## src/rtl/core/fpa_pkg.sv

```systemverilog
// ----------------------------------------------------------------------------
// fpa_pkg
// shared types and constants for the signed q24.8 fixed-point alu
// ----------------------------------------------------------------------------
package fpa_pkg;

    localparam int WordBits = 32;
    localparam int FracBits = 8;
    localparam int QuotBits = WordBits + FracBits;   // quotient width
    localparam int QueueDepth = 4;
    localparam int QueuePtrBits = 2;

    localparam logic [WordBits-1:0] MaxWord = {1'b0, {(WordBits-1){1'b1}}};
    localparam logic [WordBits-1:0] MinWord = {1'b1, {(WordBits-1){1'b0}}};

    typedef enum logic [3:0] {
        ACT_ADD  = 4'd0,  ACT_SUB  = 4'd1,  ACT_MUL  = 4'd2,  ACT_DIV  = 4'd3,
        ACT_GT   = 4'd4,  ACT_LT   = 4'd5,  ACT_GE   = 4'd6,  ACT_LE   = 4'd7,
        ACT_EQ   = 4'd8,  ACT_NE   = 4'd9,  ACT_MAX  = 4'd10, ACT_MIN  = 4'd11,
        ACT_INC  = 4'd12, ACT_DEC  = 4'd13, ACT_FINT = 4'd14, ACT_TINT = 4'd15
    } t_action;

    typedef enum logic [1:0] {
        ERR_NONE = 2'd0,
        ERR_OVF  = 2'd1,
        ERR_DIV0 = 2'd2
    } t_err;

    // classified operation handed from front to back
    typedef struct packed {
        t_action               act;
        logic                  neg;      // sign of mul/div/conversion result
        logic [WordBits-1:0]   a;
        logic [WordBits-1:0]   b;
        logic [WordBits-1:0]   mag_a;
        logic [WordBits-1:0]   mag_b;
    } t_op;

    typedef struct packed {
        logic [WordBits-1:0] value;
        logic                cmp;
        t_err                err;
    } t_res;

endpackage

```

## src/rtl/core/fpa_queue.sv

```systemverilog
// ----------------------------------------------------------------------------
// fpa_queue
// short fifo decoupling the front from the execution pipe
// ----------------------------------------------------------------------------
module fpa_queue (
    input  logic          i_clk,
    input  logic          i_rst_n,
    input  logic          i_valid,
    output logic          o_ready,
    input  fpa_pkg::t_op  i_op,
    output logic          o_valid,
    input  logic          i_ready,
    output fpa_pkg::t_op  o_op
);
    import fpa_pkg::*;

    t_op                   r_mem [QueueDepth];
    logic [QueuePtrBits-1:0] r_wr;
    logic [QueuePtrBits-1:0] r_rd;
    logic [QueuePtrBits:0]   r_cnt;
    logic                    wr_en;
    logic                    rd_en;

    assign o_ready = (r_cnt != (QueuePtrBits+1)'(QueueDepth));
    assign o_valid = (r_cnt != '0);
    assign wr_en   = i_valid && o_ready;
    assign rd_en   = o_valid && i_ready;
    assign o_op    = r_mem[r_rd];

    // storage
    always_ff @(posedge i_clk) begin
        if (wr_en) begin
            r_mem[r_wr] <= i_op;
        end
    end

    // pointers and fill count
    always_ff @(posedge i_clk) begin
        if (!i_rst_n) begin
            r_wr  <= '0;
            r_rd  <= '0;
            r_cnt <= '0;
        end else begin
            if (wr_en) r_wr <= r_wr + 1'b1;
            if (rd_en) r_rd <= r_rd + 1'b1;
            r_cnt <= r_cnt + (QueuePtrBits+1)'(wr_en) - (QueuePtrBits+1)'(rd_en);
        end
    end
endmodule

```

## config.mk

```make
export PLATFORM = sky130hd
export DESIGN_NAME = fpa_queue
export DESIGN_NICKNAME = d
export VERILOG_FILES = /design/src/rtl/core/fpa_pkg.sv /design/src/rtl/core/fpa_queue.sv
export SDC_FILE = /design/constraint.sdc
export NUM_CORES = 1
export LEC_CHECK = 0
export BUFFER_PORTS_ARGS = -buffer_cell sky130_fd_sc_hd__buf_4
export CAP_MARGIN = 20
export CORE_MARGIN = 2
export CORE_UTILIZATION = 29
export CTS_CLUSTER_SIZE = 14
export DETAILED_ROUTE_END_ITERATION = 10
export PLACE_DENSITY = 0.52
export SYNTH_ARGS = -nofsm -noshare
export SYNTH_HDL_FRONTEND = slang
export SYNTH_SLANG_ARGS = --single-unit
```

## constraint.sdc

```tcl
create_clock -name i_clk -period 4.4 [get_ports i_clk]
set_clock_uncertainty 0.15 [all_clocks]
set_input_delay 0.66 -clock i_clk [delete_from_list [all_inputs] [get_ports i_clk]]
set_output_delay 0.66 -clock i_clk [all_outputs]
set_load 0.03 [all_outputs]
```

==> impl_metrics.json <==
{
  "slew_viol_final": 0,
  "pwr_density_nw_per_um2": 615,
  "ctsLongestPathBuffers": 3,
  "finalHoldWorstSlack_ns": 0.121,
  "grt_overflow": 0,
  "synth_seq_area_share": 0.823,
  "cts_hold_repair.buffers": 0,
  "coreArea_um2": 67200,
  "postCtsResizedCells": 0,
  "setup_violations": 0,
  "grt_antenna_before_repair": 7,
  "period_needed_ns": 3.17,
  "synthesis.instances": 743,
  "synthesis.nets": 887,
  "combinational_family_with_the_most_area_after_synthesis": "multiplexers",
  "remaining_drc_errors": 0,
  "utilization": 0.368,
  "share_of_cell_area_taken_by_muxes_after_synthesis": 0.154,
  "max-slew-margin-rel": 0.470,
  "critical_path.startpoint_type": "flip-flop",
  "post_synth.cell_area_avg_um2": 26.4,
  "clk-insertion-delay-late_ns": 0.59,
  "diodes": 0,
  "num_vias": 8910,
  "detail_route.vias_per_cell": 4.49,
  "drtIter0Drc": 653,
  "numClockSinks": 541,
  "grt_pass1_wl_mm": 62.6,
  "post_synth_simple_gate_area": 0.00465,
  "io_buffer_count": 271,
  "floorplan.die.width_um": 264,
  "path_max_fanout": 44,
  "worst_setup_hold_path_clk_slew_ns": 0.06,
  "yosysWarnings": 0,
  "irDropWorstVdd_mv": 0.342,
  "r2r-start": "r_cnt[1]",
  "worstSetupPathType": "reg2out",
  "status": "finished, final reports clean",
  "detail_route.wirelength_mm": 42.1,
  "drv.max_cap_violation_count": 0,
  "ys_seq_elements": 541,
  "xor_xnor_portion_of_the_synthesized_cell_area": 0.00178,
  "r2r_slack_ns": 1.62,
  "maximum_number_of_pins_on_one_net_before_global_route_repair": 78,
  "number_of_global_route_vias_before_repair": 9706,
  "setup_total_negative_slack_ns": 0,
  "fin_crit_sh": 0.721,
  "r2r.worst_path.cells": 11,
  "floorplan.rows": 95,
  "tritoncts": "done",
  "antenna_viol_nets_final": 0,
  "mappedNetlistArea_um2": 19600,
  "critical_path.cell_chain": "buf_12, mux4_2, buf_4",
  "dieHeight_um": 264,
  "worstPathRequired_ns": 3.59,
  "num-nets-final": 1213,
  "numCtsBuffers": 57,
  "timing.critical_path.slowest_stage_cell": "mux4_2",
  "whs_path_depth": 1,
  "hold_viol": 0,
  "wl_per_cell_um": 21.2,
  "floorplan.initialDensity": 0.292,
  "post_cts_buffers": 0,
  "timing.fmax_mhz": 315,
  "dp_hpwl_mm": 25.8,
  "syn2layout_area_growth_pct": 25.9,
  "design_power_total_mw": 15.2,
  "detailedRoute.firstPassIterationCount": 7,
  "cpPeakStageDelay_ns": 0.65,
  "worstMarginPinSlew_ns": 0.795,
  "cts_root_buffer": "clkbuf_16",
  "post_synth_fa_ha_maj_area_fraction": 0.00484,
  "power.static_leakage_nw": 8.13,
  "design.die.area_um2": 69800,
  "netlist-cell-type-count": 19,
  "rsz0062_at_grt": "false",
  "synth_compound_gate_area_share": 0.00127,
  "cts_max_level": 2,
  "end_kind": "output pin",
  "drive_gt1_frac": 0.459,
  "grt_use_total": 0.120,
  "min_path_type": "in2reg",
  "rr_endpoint": "r_cnt[2]",
  "hold_end": "r_mem[2][8]",
  "worstPathArrival_ns": 2.36,
  "top_level_ports": 272,
  "routabilityCongestion": 0.691,
  "min-delay-start": "i_op[8]"
}
cell usage after synthesis:
library cell | instances | share of area
a21boi_1 | 1 | 0.00038
and2_1 | 7 | 0.0022
buf_2 | 15 | 0.0038
buf_6 | 9 | 0.0052
clkbuf_1 | 7 | 0.0013
dfxtp_1 | 9 | 0.0092
edfxtp_1 | 532 | 0.81
fa_1 | 1 | 0.0010
ha_1 | 6 | 0.0038
inv_1 | 5 | 0.00096
mux2i_1 | 2 | 0.0010
mux4_2 | 133 | 0.15
nand2_1 | 5 | 0.00096
nor2_1 | 1 | 0.00019
nor2b_1 | 3 | 0.00096
o311ai_0 | 1 | 0.00045
o31a_1 | 1 | 0.00045
or3_1 | 1 | 0.00032
xnor2_1 | 4 | 0.0018
routing by layer:
metal  global-route usage  share of wire  wire, um  vias to the layer above
met5                    0         0.0019        78                        -
met4               0.0364          0.023       973                       12
met3               0.0432          0.084      3540                       81
met2                0.190           0.47     19900                      254
met1                0.154           0.42     17500                     4701
li1                     -              -         -                     3862
worst max path at each step:
stage                  end  cells past startpoint  slack, ns      start
6_report         o_op[111]                      3       1.23  flip-flop
5_1_grt          o_op[111]                      3       1.02  flip-flop
3_3_place_gp      r_cnt[2]                     11       1.42    i_valid
4_1_cts          o_op[111]                      3       1.07  flip-flop
3_5_place_dp      r_cnt[2]                     11       1.40    i_valid
2_1_floorplan  r_mem[0][0]                      2       1.06    i_valid
layout make-up:
| cell class | count | area [um2] |
|---|---|---|
| tap | 873 | 1090 |
| multi-input combinational | 166 | 3270 |
| sequential | 541 | 16200 |
| clock inverter | 27 | 290 |
| timing repair buffer | 298 | 2410 |
| fill | 6116 | 42400 |
| clock buffer | 73 | 1490 |
| inverter | 5 | 18.8 |
worst max-delay path, delay by kind of cell, from the launching register on:
kind,cells,cell delay (ns)
muxes,1,0.65
buffers and inverters,2,0.60
DFF,1,0.51
power by group:
group          switching, mW  internal, mW  total (mW)  leakage (nW)
sequential             0.153          6.24        6.39          4.95
combinational           2.45          1.74        4.19          2.33
clock                   1.90          2.72        4.62         0.853
total                   4.50          10.7        15.2          8.13
placed cells by master (no fill, tap or decap), types with 2 or more instances in the layout:
cell | Yosys | routed
and2_1 | 7 | 3
and2_4 | 0 | 4
buf_12 | 0 | 14
buf_4 | 0 | 284
bufinv_16 | 0 | 6
clkbuf_1 | 7 | 16
clkbuf_16 | 0 | 57
clkinv_1 | 0 | 11
clkinv_2 | 0 | 4
clkinvlp_4 | 0 | 3
dfxtp_1 | 9 | 7
dfxtp_4 | 0 | 2
edfxtp_1 | 532 | 532
ha_1 | 6 | 6
inv_1 | 5 | 5
inv_6 | 0 | 2
mux2i_1 | 2 | 2
mux4_2 | 133 | 133
nand2_1 | 5 | 5
nor2b_1 | 3 | 3
xnor2_1 | 4 | 4
flip-flops by register name, summed over array words and instances, names as in the netlist, named ones only:
name / cells
r_rd: 2
r_wr: 2
r_mem: 532
r_cnt: 3
stage by stage:
stage / cell area [um2] / worst slack (ns) / instances
global placement: 23000 / 1.42 / 1883
CTS: 24700 / 1.07 / 1983
detailed placement: 23000 / 1.40 / 1883
floorplan: 19600 / 1.06 / 743
global route: 24700 / 1.02 / 1983
finish: 24700 / 1.23 / 1983
cell families after synthesis:
family	Yosys count
AO/OA/AOI/OAI	3
flip-flops	541
buffers and inverters	36
AND/OR/NAND/NOR	17
multiplexers	135
XOR/XNOR	4
adder cells (fa/ha/maj)	7
(Power assumes the default switching activity.)
