==> config.mk <==
export PLATFORM = sky130hd
export DESIGN_NAME = fpa_front
export DESIGN_NICKNAME = d
export VERILOG_FILES = /design/src/rtl/core/fpa_pkg.sv /design/src/rtl/core/fpa_front.sv
export SDC_FILE = /design/constraint.sdc
export NUM_CORES = 1
export LEC_CHECK = 0
export ABC_AREA = 1
export ABC_CLOCK_PERIOD_IN_PS = 8870
export BUFFER_PORTS_ARGS = -buffer_cell sky130_fd_sc_hd__buf_2
export CAP_MARGIN = 20
export CORE_ASPECT_RATIO = 0.7
export CORE_MARGIN = 4
export CORE_UTILIZATION = 30
export CTS_BUF_LIST = sky130_fd_sc_hd__clkbuf_4 sky130_fd_sc_hd__clkbuf_8
export DETAILED_ROUTE_END_ITERATION = 8
export SLEW_MARGIN = 20
export SYNTH_ARGS = -nofsm -noshare
export SYNTH_HDL_FRONTEND = slang
export SYNTH_SLANG_ARGS = --single-unit
==> constraint.sdc <==
create_clock -name i_clk -period 8.87 [get_ports i_clk]
set_input_delay 1.774 -clock i_clk [delete_from_list [all_inputs] [get_ports i_clk]]
set_output_delay 1.774 -clock i_clk [all_outputs]
set_load 0.05 [all_outputs]
==> src/rtl/core/fpa_pkg.sv <==
// ----------------------------------------------------------------------------
// fpa_pkg
// shared types and constants for the signed q24.8 fixed-point alu
// ----------------------------------------------------------------------------
package fpa_pkg;

    localparam int WordBits = 32;
    localparam int FracBits = 8;
    localparam int QuotBits = WordBits + FracBits;   // quotient width
    localparam int QueueDepth = 4;
    localparam int QueuePtrBits = 2;

    localparam logic [WordBits-1:0] MaxWord = {1'b0, {(WordBits-1){1'b1}}};
    localparam logic [WordBits-1:0] MinWord = {1'b1, {(WordBits-1){1'b0}}};

    typedef enum logic [3:0] {
        ACT_ADD  = 4'd0,  ACT_SUB  = 4'd1,  ACT_MUL  = 4'd2,  ACT_DIV  = 4'd3,
        ACT_GT   = 4'd4,  ACT_LT   = 4'd5,  ACT_GE   = 4'd6,  ACT_LE   = 4'd7,
        ACT_EQ   = 4'd8,  ACT_NE   = 4'd9,  ACT_MAX  = 4'd10, ACT_MIN  = 4'd11,
        ACT_INC  = 4'd12, ACT_DEC  = 4'd13, ACT_FINT = 4'd14, ACT_TINT = 4'd15
    } t_action;

    typedef enum logic [1:0] {
        ERR_NONE = 2'd0,
        ERR_OVF  = 2'd1,
        ERR_DIV0 = 2'd2
    } t_err;

    // classified operation handed from front to back
    typedef struct packed {
        t_action               act;
        logic                  neg;      // sign of mul/div/conversion result
        logic [WordBits-1:0]   a;
        logic [WordBits-1:0]   b;
        logic [WordBits-1:0]   mag_a;
        logic [WordBits-1:0]   mag_b;
    } t_op;

    typedef struct packed {
        logic [WordBits-1:0] value;
        logic                cmp;
        t_err                err;
    } t_res;

endpackage

==> src/rtl/core/fpa_front.sv <==
// ----------------------------------------------------------------------------
// fpa_front
// decodes an incoming request into magnitudes and result sign
// ----------------------------------------------------------------------------
module fpa_front (
    input  logic                          i_clk,
    input  logic                          i_rst_n,
    input  logic                          i_valid,
    output logic                          o_ready,
    input  fpa_pkg::t_action              i_act,
    input  logic [fpa_pkg::WordBits-1:0]  i_a,
    input  logic [fpa_pkg::WordBits-1:0]  i_b,
    output logic                          o_valid,
    input  logic                          i_ready,
    output fpa_pkg::t_op                  o_op
);
    import fpa_pkg::*;

    logic r_valid;
    t_op  r_op;
    t_op  n_op;

    // classification: magnitudes and sign of signed-magnitude results
    always_comb begin
        n_op.act   = i_act;
        n_op.a     = i_a;
        n_op.b     = i_b;
        n_op.mag_a = i_a[WordBits-1] ? (~i_a + 1'b1) : i_a;
        n_op.mag_b = i_b[WordBits-1] ? (~i_b + 1'b1) : i_b;
        if (i_act == ACT_MUL || i_act == ACT_DIV) begin
            n_op.neg = i_a[WordBits-1] ^ i_b[WordBits-1];
        end else begin
            n_op.neg = i_a[WordBits-1];
        end
    end

    assign o_ready = !r_valid || i_ready;

    // output stage
    always_ff @(posedge i_clk) begin
        if (!i_rst_n) begin
            r_valid <= 1'b0;
        end else if (o_ready) begin
            r_valid <= i_valid;
        end
        if (o_ready && i_valid) begin
            r_op <= n_op;
        end
    end

    assign o_valid = r_valid;
    assign o_op    = r_op;
endmodule

==> impl_metrics.yaml <==
run_status:
  outcome: "finished clean"
logic_synthesis:
  synth.cell_area_um2: 6080
  synth_top_cell_by_area: "edfxtp_1"
  ys.warnings.count: 0
  synth_compound_gate_area_share_pct: 2.88
  synth_top_family_by_area: "simple AND/OR/NAND/NOR gates"
  syn_avg_cell_area_um2: 10.5
  synthXorXnorAreaFrac_pct: 3.89
  async_flop_share_pct: 0
  synth_adder_area_share_pct: 0.823
  ys_dominant_reg_cell: "edfxtp_1"
  yosys-top-cells-count: "nand2_1 (181), edfxtp_1 (131), nor2_1 (83), inv_1 (44), nand3_1 (33)"
  share_of_synthesized_cell_area_in_and_or_nand_and_nor_gates_pct: 23.7
  netlist_instances: 582
  synth-edff-count: 131
  synthesis.nets: 658
  yosys_register_bits: 132
  synth.area.mux_share_pct: 0
  yosys.area.top_type_share_pct: 64.7
  post_synth_main_area_contributors: "edfxtp_1 (65%), nand2_1 (11%), nor2_1 (5.1%), xnor2_1 (2.9%), inv_1 (2.7%)"
  ys_types: 23
  synth.yosys.seq_area_share_pct: 65.0
  synthMostInstantiatedCell: "nand2_1"
floorplanning:
  die_height_um: 127
  core-area_um2: 19900
  floorplan.rows: 43
  die-area_um2: 22700
  top_level_ports: 207
  initial_utilization_pct: 30.6
  die_width_um: 178
cts:
  htree_num_levels: 4
  cts_num_sinks: 132
  numCtsBuffers: 17
  clk_pin_slew_ps: 80
  cts_resized: 0
  clk_path_buf_depth: 2
  tritoncts: "yes"
  clkLatencyLatePin_ps: 440
  cts_post_setup_buffers_inserted: 0
  cts-hold-fix-buffers: 0
  root_buffer: "clkbuf_8"
layout:
  diodes_inserted: 0
  post_route_cells_drive_above_1_share_pct: 33.2
  final_design_area_no_fill_um2: 7800
  area_growth_pct: 28.3
  fin_nets: 877
  layout.core_utilization_pct: 39.3
detailed_routing:
  ant_nets: 0
  post-route-drc-count: 0
  viasPerCell: 4.51
  wl_met3_um: 1820
  finalWirelength_um: 17500
  dr.max_layer_used: "met4"
  routed-wl-met2_um: 7000
  drt-pass1-iter-count: 5
  routed-via-count: 4891
  post_drt_wl_per_cell_um: 16.1
  met1Wirelength_um: 8500
  first_drt_iteration_drcs: 537
grt:
  number_of_antenna_violations_at_the_first_check_in_global_routing: 0
  vias_in_the_first_global_route: 4404
  gr-total-overflow: 0
  grt_first_pass_wirelength_um: 26000
  grt_start_max_net_pins: 83
  global_route_usage_over_all_layers_pct: 15.3
setup_path:
  cp_slowest_stage_delay_ps: 220
  crit_fanout: 2
  crit_arrival_ps: 2260
  worstPathRequired_ps: 7100
  worst_r2r_path_depth: 3
  crit_path_start_kind: "primary input"
  cpLargestDelayFamily: "buffers and inverters"
  critical_path.reg2reg.startpoint: "o_valid"
  timing.setup.critical_path_class: "primary input to primary output"
  cell_type_with_the_highest_occurrence_count_on_the_critical_path: "buf_2"
  r2r-end: "o_op[67]"
  crit_path_cell_trace: "buf_2, inv_1, nand2_1, buf_2"
  crit_slowest_cell: "buf_2"
  reg2reg_setup_slack_ps: 6430
  worstSetupEndpointType: "primary output"
  path_buf_inv: 3
place:
  gpl.final_weighted_congestion: 0.928
  dp_slack_ps: 4840
  place_area_um2: 7420
  numPortBuffers: 206
  detailedPlacementHpwl_um: 13400
flow_run:
  maxCapViolCount: 0
hold_path:
  worstHoldStart: "o_valid"
  hold_path_depth: 2
  worst_hold_path.endpoint: "o_valid"
  hold_class: "flop to flop"
sta:
  timing_worst_slew_pin_value_ps: 1050
  worst_case_setup_margin_in_the_final_layout_ps: 4840
  rsz0062_at_grt: "no"
  max_clock_freq_mhz: 248
  maxSlewViolCount: 0
  finalCriticalPeriod_ps: 4030
  clock-skew-final_ps: 9.83
  tns_ps: 0
  period_share_pct: 45.5
  worst_slew_margin_rel_pct: 30.1
  finalSetupViolations: 0
  timing_hold_violations_final: 0
power_and_ir_drop:
  total_leakage_power_nw: 3.30
  power_density_nw_per_um2: 200
  vdd_ir_drop_max_v: 0.0000729
-- kinds of logic after synthesis --
logic type                 count (synthesis)
and+or+nand+nor                          335
DFF                                      132
buffers and inverters                     54
AOI/OAI and AO/OA                         30
xor gates and xnor gates                  27
adders and majority gates                  4
-- cell usage in the layout, fill, tap and decap left out --
| cell | synthesis | routed |
|---|---|---|
| nand2_2 | 2 | 2 |
| ha_1 | 4 | 4 |
| a21boi_0 | 1 | 1 |
| nand3b_1 | 8 | 8 |
| nand4_1 | 6 | 6 |
| clkinv_4 | 0 | 2 |
| nand2_1 | 181 | 181 |
| inv_8 | 0 | 1 |
| clkinvlp_4 | 0 | 4 |
| nor3_1 | 2 | 2 |
| xnor2_1 | 20 | 20 |
| inv_1 | 44 | 44 |
| o21ai_0 | 16 | 16 |
| o21ai_1 | 2 | 2 |
| xor2_1 | 7 | 7 |
| dfxtp_1 | 1 | 1 |
| edfxtp_1 | 131 | 131 |
| a21oi_1 | 5 | 4 |
| clkinv_1 | 0 | 1 |
| o21ai_2 | 6 | 6 |
| a21oi_4 | 0 | 1 |
| nor2_2 | 12 | 12 |
| nor2_4 | 8 | 8 |
| inv_6 | 0 | 6 |
| clkbuf_8 | 0 | 17 |
| nand3_1 | 33 | 33 |
| bufinv_16 | 0 | 1 |
| inv_2 | 2 | 2 |
| buf_4 | 5 | 2 |
| nor2_1 | 83 | 83 |
| buf_2 | 3 | 206 |
-- metal layers --
metal	global-route usage, %	vias up
li1	-	2371
met1	24.1	2278
met2	19.5	232
met3	5.09	10
met4	4.60	0
met5	0	-
-- cell type report --
type | count | area (um^2)
Fill cell | 2017 | 12000
Sequential cell | 132 | 3950
Multi-Input combinational cell | 396 | 1910
Timing Repair Buffer | 208 | 1050
Tap cell | 270 | 338
Clock buffer | 17 | 234
Inverter | 46 | 173
Clock inverter | 15 | 145
-- worst max-delay path by stage --
stage	startpoint	cells past startpoint	endpoint
after floorplan	i_valid	2	o_op[100]
after global placement	i_ready	4	o_ready
after detailed placement	i_ready	4	o_ready
after CTS	i_ready	4	o_ready
after global routing	i_ready	4	o_ready
final	i_ready	4	o_ready
-- state kept, by name, indices dropped and copies added (netlist names) --
signal,cells
o_op,131
o_valid,1
-- metrics by stage --
step	power [mW]	cells	hold WS [ps]
after floorplan	0.992	582	1110
after global placement	1.08	1052	539
after detailed placement	1.08	1052	569
after CTS	1.58	1084	582
after global routing	1.63	1084	608
final	1.56	1084	576
-- worst register-to-register path, cell delays in order, from the launching register on --
cell and delay [ps]:
dfxtp_1 360, a21oi_4 150, buf_4 530, buf_4 930
-- power by group --
group | switching (mW) | internal, mW | leakage [nW]
Combinational | 0.248 | 0.0660 | 1.84
Clock | 0.269 | 0.228 | 0.180
Sequential | 0.00981 | 0.738 | 1.28
Total | 0.527 | 1.03 | 3.30
No activity file was read; power rests on OpenSTA's default activity.
